## config.mk

```make
export PLATFORM = sky130hd
export DESIGN_NAME = dqra_ctrl
export DESIGN_NICKNAME = d
export VERILOG_FILES = /design/src/rtl/dqra_pkg.sv /design/src/rtl/dqra_ctrl.sv
export SDC_FILE = /design/constraint.sdc
export NUM_CORES = 1
export LEC_CHECK = 0
export ABC_AREA = 1
export BUFFER_PORTS_ARGS = -buffer_cell sky130_fd_sc_hd__buf_2
export CAP_MARGIN = 40
export CELL_PAD_IN_SITES_DETAIL_PLACEMENT = 1
export CELL_PAD_IN_SITES_GLOBAL_PLACEMENT = 2
export CORE_AREA = 2 2 39 41
export CTS_BUF_LIST = sky130_fd_sc_hd__clkbuf_8 sky130_fd_sc_hd__clkbuf_16
export DETAILED_ROUTE_END_ITERATION = 16
export DIE_AREA = 0 0 41 43
export PLACE_DENSITY = 0.54
export SLEW_MARGIN = 40
export SYNTH_ARGS = -nofsm -noshare
export SYNTH_HDL_FRONTEND = slang
export SYNTH_SLANG_ARGS = --single-unit
```

## constraint.sdc

```tcl
create_clock -name clk -period 1.25 [get_ports clk]
set_clock_uncertainty 0.2 [all_clocks]
set_input_delay 0.25 -clock clk [delete_from_list [all_inputs] [get_ports clk]]
set_output_delay 0.25 -clock clk [all_outputs]
set_load 0.03 [all_outputs]
```

## src/rtl/dqra_pkg.sv

```systemverilog
// Shared types, codes and widths for the deque with random access.
`default_nettype none

package dqra_pkg;

  // Fixed field widths of the request and result items
  localparam int unsigned OP_W     = 3;
  localparam int unsigned INDEX_W  = 8;
  localparam int unsigned VALUE_W  = 32;
  localparam int unsigned LENGTH_W = 9;
  localparam int unsigned STATUS_W = 2;

  // Default configuration
  localparam int unsigned DEF_DEPTH      = 256;
  localparam int unsigned DEF_DATA_WIDTH = 32;

  typedef logic [INDEX_W-1:0]  index_t;
  typedef logic [VALUE_W-1:0]  value_t;
  typedef logic [LENGTH_W-1:0] length_t;

  // Operation codes
  typedef enum logic [OP_W-1:0] {
    OP_GET       = 3'd0,
    OP_SET       = 3'd1,
    OP_PUSH_TAIL = 3'd2,
    OP_POP_TAIL  = 3'd3,
    OP_PUSH_HEAD = 3'd4,
    OP_POP_HEAD  = 3'd5,
    OP_LENGTH    = 3'd6,
    OP_UNUSED    = 3'd7
  } op_t;

  // Result status codes
  typedef enum logic [STATUS_W-1:0] {
    ST_OK    = 2'd0,
    ST_RANGE = 2'd1,
    ST_EMPTY = 2'd2,
    ST_FULL  = 2'd3
  } status_t;

  // Commands from the controller to the datapath
  typedef struct packed {
    logic capture;  // latch the request item
    logic exec;     // run the operation against store and pointers
    logic load;     // move the result into the output register
  } dqra_cmd_t;

endpackage

`default_nettype wire

```

## src/rtl/dqra_ctrl.sv

```systemverilog
// Controller: request sequencing state machine and output valid.
`default_nettype none

module dqra_ctrl (
  input  wire logic                 clk,
  input  wire logic                 rst_n,
  input  wire logic                 in_valid,
  output logic                      in_stall,
  output logic                      out_valid,
  input  wire logic                 out_stall,
  output dqra_pkg::dqra_cmd_t       cmd
);
  import dqra_pkg::*;

  typedef enum logic [2:0] {
    S_IDLE = 3'b001,
    S_EXEC = 3'b010,
    S_DONE = 3'b100
  } state_t;

  state_t state_r, state_nxt;
  logic   out_valid_r, out_valid_nxt;
  logic   out_free;

  // Output slot can take a result when empty or being drained
  assign out_free = !out_valid_r || !out_stall;

  // Sequence one item: capture, execute, deliver
  always_comb begin
    state_nxt   = state_r;
    cmd.capture = 1'b0;
    cmd.exec    = 1'b0;
    cmd.load    = 1'b0;
    unique case (state_r)
      S_IDLE: begin
        if (in_valid) begin
          cmd.capture = 1'b1;
          state_nxt   = S_EXEC;
        end
      end
      S_EXEC: begin
        cmd.exec  = 1'b1;
        state_nxt = S_DONE;
      end
      S_DONE: begin
        if (out_free) begin
          cmd.load  = 1'b1;
          state_nxt = S_IDLE;
        end
      end
      default: state_nxt = S_IDLE;
    endcase
  end

  // Set valid on load, drop it when taken
  always_comb begin
    out_valid_nxt = out_valid_r;
    if (cmd.load) begin
      out_valid_nxt = 1'b1;
    end else if (!out_stall) begin
      out_valid_nxt = 1'b0;
    end
  end

  always_ff @(posedge clk) begin
    if (!rst_n) begin
      state_r     <= S_IDLE;
      out_valid_r <= 1'b0;
    end else begin
      state_r     <= state_nxt;
      out_valid_r <= out_valid_nxt;
    end
  end

  assign in_stall  = (state_r != S_IDLE);
  assign out_valid = out_valid_r;

  // A captured item is executed on the next cycle
  a_cap_exec: assert property (@(posedge clk) disable iff (!rst_n)
    cmd.capture |=> cmd.exec)
    else $error("captured item not executed");

  // A load never overwrites a result still waiting
  a_load_free: assert property (@(posedge clk) disable iff (!rst_n)
    cmd.load |-> (!out_valid_r || !out_stall))
    else $error("result overwritten while stalled");

  // A loaded result is presented on the next cycle
  a_load_valid: assert property (@(posedge clk) disable iff (!rst_n)
    cmd.load |=> out_valid_r)
    else $error("loaded result not presented");

endmodule

`default_nettype wire

```

== Yosys cells after proc, flatten, opt, wreduce, memory -nomap -nowiden ==
Cells that the tools add are included.

* Add/sub/neg operators: 0
* Multiply operators: 0
* Div/mod/pow operators: 0
* Order comparisons: 0
* Eq/ne operators: 7
* Shift-type cells: 0
* Muxes and demuxes: 10
* Bitwise operators: 0
* Reductions and logical operators: 4

{| class="wikitable"
|+ Operators with widths
! cell !! number
|-
| $pmux 3 s3 || 1
|-
| $mux 1 || 7
|-
| $mux 3 || 2
|-
| $ne 2x2->1 const B || 2
|-
| $eq 3x1->1 const B || 1
|-
| $eq 3x2->1 const B || 1
|-
| $eq 3x3->1 const B || 1
|-
| $ne 3x1->1 const B || 1
|-
| $logic_not 1->1 || 2
|-
| $ne 2x1->1 const B || 1
|-
| $reduce_and 2->1 || 1
|-
| $logic_or 1x1->1 || 1
|}

* Register bits: 4
* Latch bits: 0
* Memory bits (writable): 0
* ROM bits: 0
* Input port bits: 4
* Output and inout port bits: 5
* Logic and storage cells: 23
* Memories kept: 0

== Logic depth before layout (Yosys ltp) ==
* Depth in word-level cells: 5
* Mapped depth: 5
* Depth with buffers taken out: 5

== Least setup slack after synthesis ==
Ideal clock, no wire load.

* Kind: register to output
* Start point: register state_r[0]
* End point: output port cmd[2] (netlist name)
* Arrival: 1.030 ns
* Slack: -0.230 ns
* Stages on the path, launching flop included: 5
* Buffers on the path: 0
* Cell sequence: dfxtp_1 -> inv_2 -> nor2_4 -> nand2_4 -> nor2_1

{| class="wikitable"
|+ RTL lines
! item !! line !! text
|-
| start: declaration || dqra_ctrl.sv:21 || <nowiki>state_t state_r, state_nxt;</nowiki>
|-
| start signal: assignment || dqra_ctrl.sv:70 || <nowiki>state_r <= state_nxt;</nowiki>
|-
| end: declaration || dqra_ctrl.sv:11 || <nowiki>output dqra_pkg::dqra_cmd_t cmd</nowiki>
|}

==> qor.txt <==
Finished Cell Area = 413 µm²
GP Congestion = 0.698
Bufs on Longest Clock Path = 2
Syn_nets = 30
Top layer in use = met3
Place WS = -0.0254 ns
Die Wd = 41 µm
Post-Syn Area = 223 µm²
CP endpoint kind = output port
Crit path required time = 0.80 ns
Buf/Inv on CP = 2
Row count = 14
Mapped Cells = 26
Min-delay worst type = in2reg
Status = finished with violations
Sequential share of power = 0.261
Final setup vio count = 5
Hold depth = 2
Critical path data arrival time = 0.98 ns
Setup ws final = -0.183 ns
Reg2Reg Depth = 7
CTS tree = built
Final Hold Fails = 0
Max-cap violations = 0
Layout Nets = 50
DRC Markers = 0
DPL Wire Length = 437 µm
CTS Hold Bufs = 0
Unrepaired setup endpoints after global routing = true
TritonRoute pass-1 iters = 1
P_sw = 141 µW
Sequential area share after synthesis = 0.360
Kind of cell adding the most delay to the critical path = flip-flops
Clk pin slew, worst setup/hold paths = 0.03 ns
PD cells = 1350 nW/µm²
Number of synthesized register bits = 4
Clock power share = 0.469
CP Launch Type = register
Cell Chain, Critical Path = inv_2 > nor2_4 > nand2_4 > nor2_4 > buf_6
Total CTS buffers = 3
# placed instances = 54
Peak per-stage delay on the critical path = 0.33 ns
I/O pins = 9
DP Area = 322 µm²
Vias in the first global route = 266
Clock latency at the later pin of the worst-skew pair = 0.21 ns
Port Buffers = 8
Relative slew slack = 0.891
Failing checks = setup timing
Antenna viol nets, final = 0
Htree depth = 1
Starting DRT DRC Count = 0
Metal3 WL = 17 µm
Die Ht = 43 µm
Share of cells above drive strength 1 = 0.795
Period minus WS final = 1.43 ns
Post-layout util = 0.298
# fillers = 168
Combinational group share of total power = 0.270
Layout Cells excl Fill = 60
Met1 wire length = 212 µm
Top achievable clock speed = 698 MHz
Initial antenna violation count = 0
Vias after detailed routing = 223
Largest net degree at the start of global routing = 4
Pint = 418 µW
Critical path class = reg2out
Routed wl met2 = 301 µm
Root Buffer Master = clkbuf_8
P&R area growth vs syn = 85.4%
Switching share of power = 0.251
Global-route wire length before repair = 993 µm
GRT Overall Usage = 0.0934
Yosys cell types = 14
Synthesis Warnings = 0
Final period utilization = 1.15
Worst-margin pin slew = 0.163 ns
Pleak = 0.208 nW
Critical path fanouts, max = 3
Die area = 1760 µm²
Antenna diodes = 0
Clock sink count = 4
Most frequent CP cell = nor2_4
Most frequent cells in the layout = buf_4 (8), nand3_2 (4), buf_2 (4), buf_6 (4)
Syn_area_per_cell = 8.57 µm²
Slowest stage cell on the critical path = dfxtp_2
Global route total overflow = 0
Final WL = 530 µm
WP depth = 5
Initial core utilization = 0.161
Commonest non-fill, non-tap cell in the layout = buf_4
Maximum VDD drop = 0.443 mV
Final slew viol count = 0
Via density = 3.72
Core Box Area = 1380 µm²
WL/cell = 8.83 µm
[per-stage QoR]
stage / TNS, ns / hold WS [ns] / total power [mW]
after floorplan: -0.00817 / 0.123 / 0.221
after detailed placement: -0.0458 / 0.255 / 0.264
after global placement: -0.0275 / 0.253 / 0.263
after global routing: -0.901 / 0.0516 / 0.595
after CTS: -0.675 / 0.0361 / 0.556
final: -0.612 / 0.0379 / 0.559
[cell usage after synthesis (all sizes together)]
cell type  instances  area, µm²
buf                1       7.51
nor3               1       10.0
a21oi              2       13.8
nor2               4       25.0
nand2              3       18.8
nand3              5       45.0
dfxtp              4       80.1
inv                6       22.5
[power groups by stage]
stage                     combinational, mW  clock [mW]  sequential (mW)
after floorplan                      0.0761           0            0.145
after global placement                0.117           0            0.146
after detailed placement              0.118           0            0.146
after CTS                             0.140       0.270            0.146
after global routing                  0.164       0.284            0.146
final                                 0.151       0.262            0.146
[per-layer routing]
metal | track usage | vias to the layer above
li1 | - | 115
met4 | 0.100 | 0
met1 | 0.103 | 103
met3 | 0.0471 | 0
met2 | 0.116 | 5
met5 | 0 | -
[registers in the layout (all words and copies together), names as in the netlist]
register / count
state_r: 3
out_valid: 1
[kinds of logic (layout without fill, tap and decap cells)]
kind of cell,count (synthesis),after routing,share of synthesized area
AND/OR/NAND/NOR,13,13,0.444
buffers and inverters,7,25,0.135
flip-flops,4,4,0.360
AO/OA/AOI/OAI,2,2,0.0618
[worst paths after layout]
kind / start / endpoint / slack, ns
worst min register to register: out_valid / out_valid / 0.27
worst max register to register: state_r[0] / state_r[0] / -0.01
worst min-delay path: rst_n / state_r[0] / 0.04
worst max-delay path: state_r[0] / cmd[2] / -0.18
[cell type report]
cell class	count	area [µm²]	share of cell area
inverters	6	22.5	0.0545
repair buffers	16	125	0.303
multi-input cells	15	120	0.291
flip-flops and latches	4	83.8	0.203
clock buffers	3	41.3	0.100
well taps	16	20.0	0.0485
[repair_timing]
item	in CTS	in global routing
setup buffers	2	1
hold endpoints to repair	0	0
setup endpoints to repair	4	5
resized for setup	10	1
(Power assumes the default switching activity.)
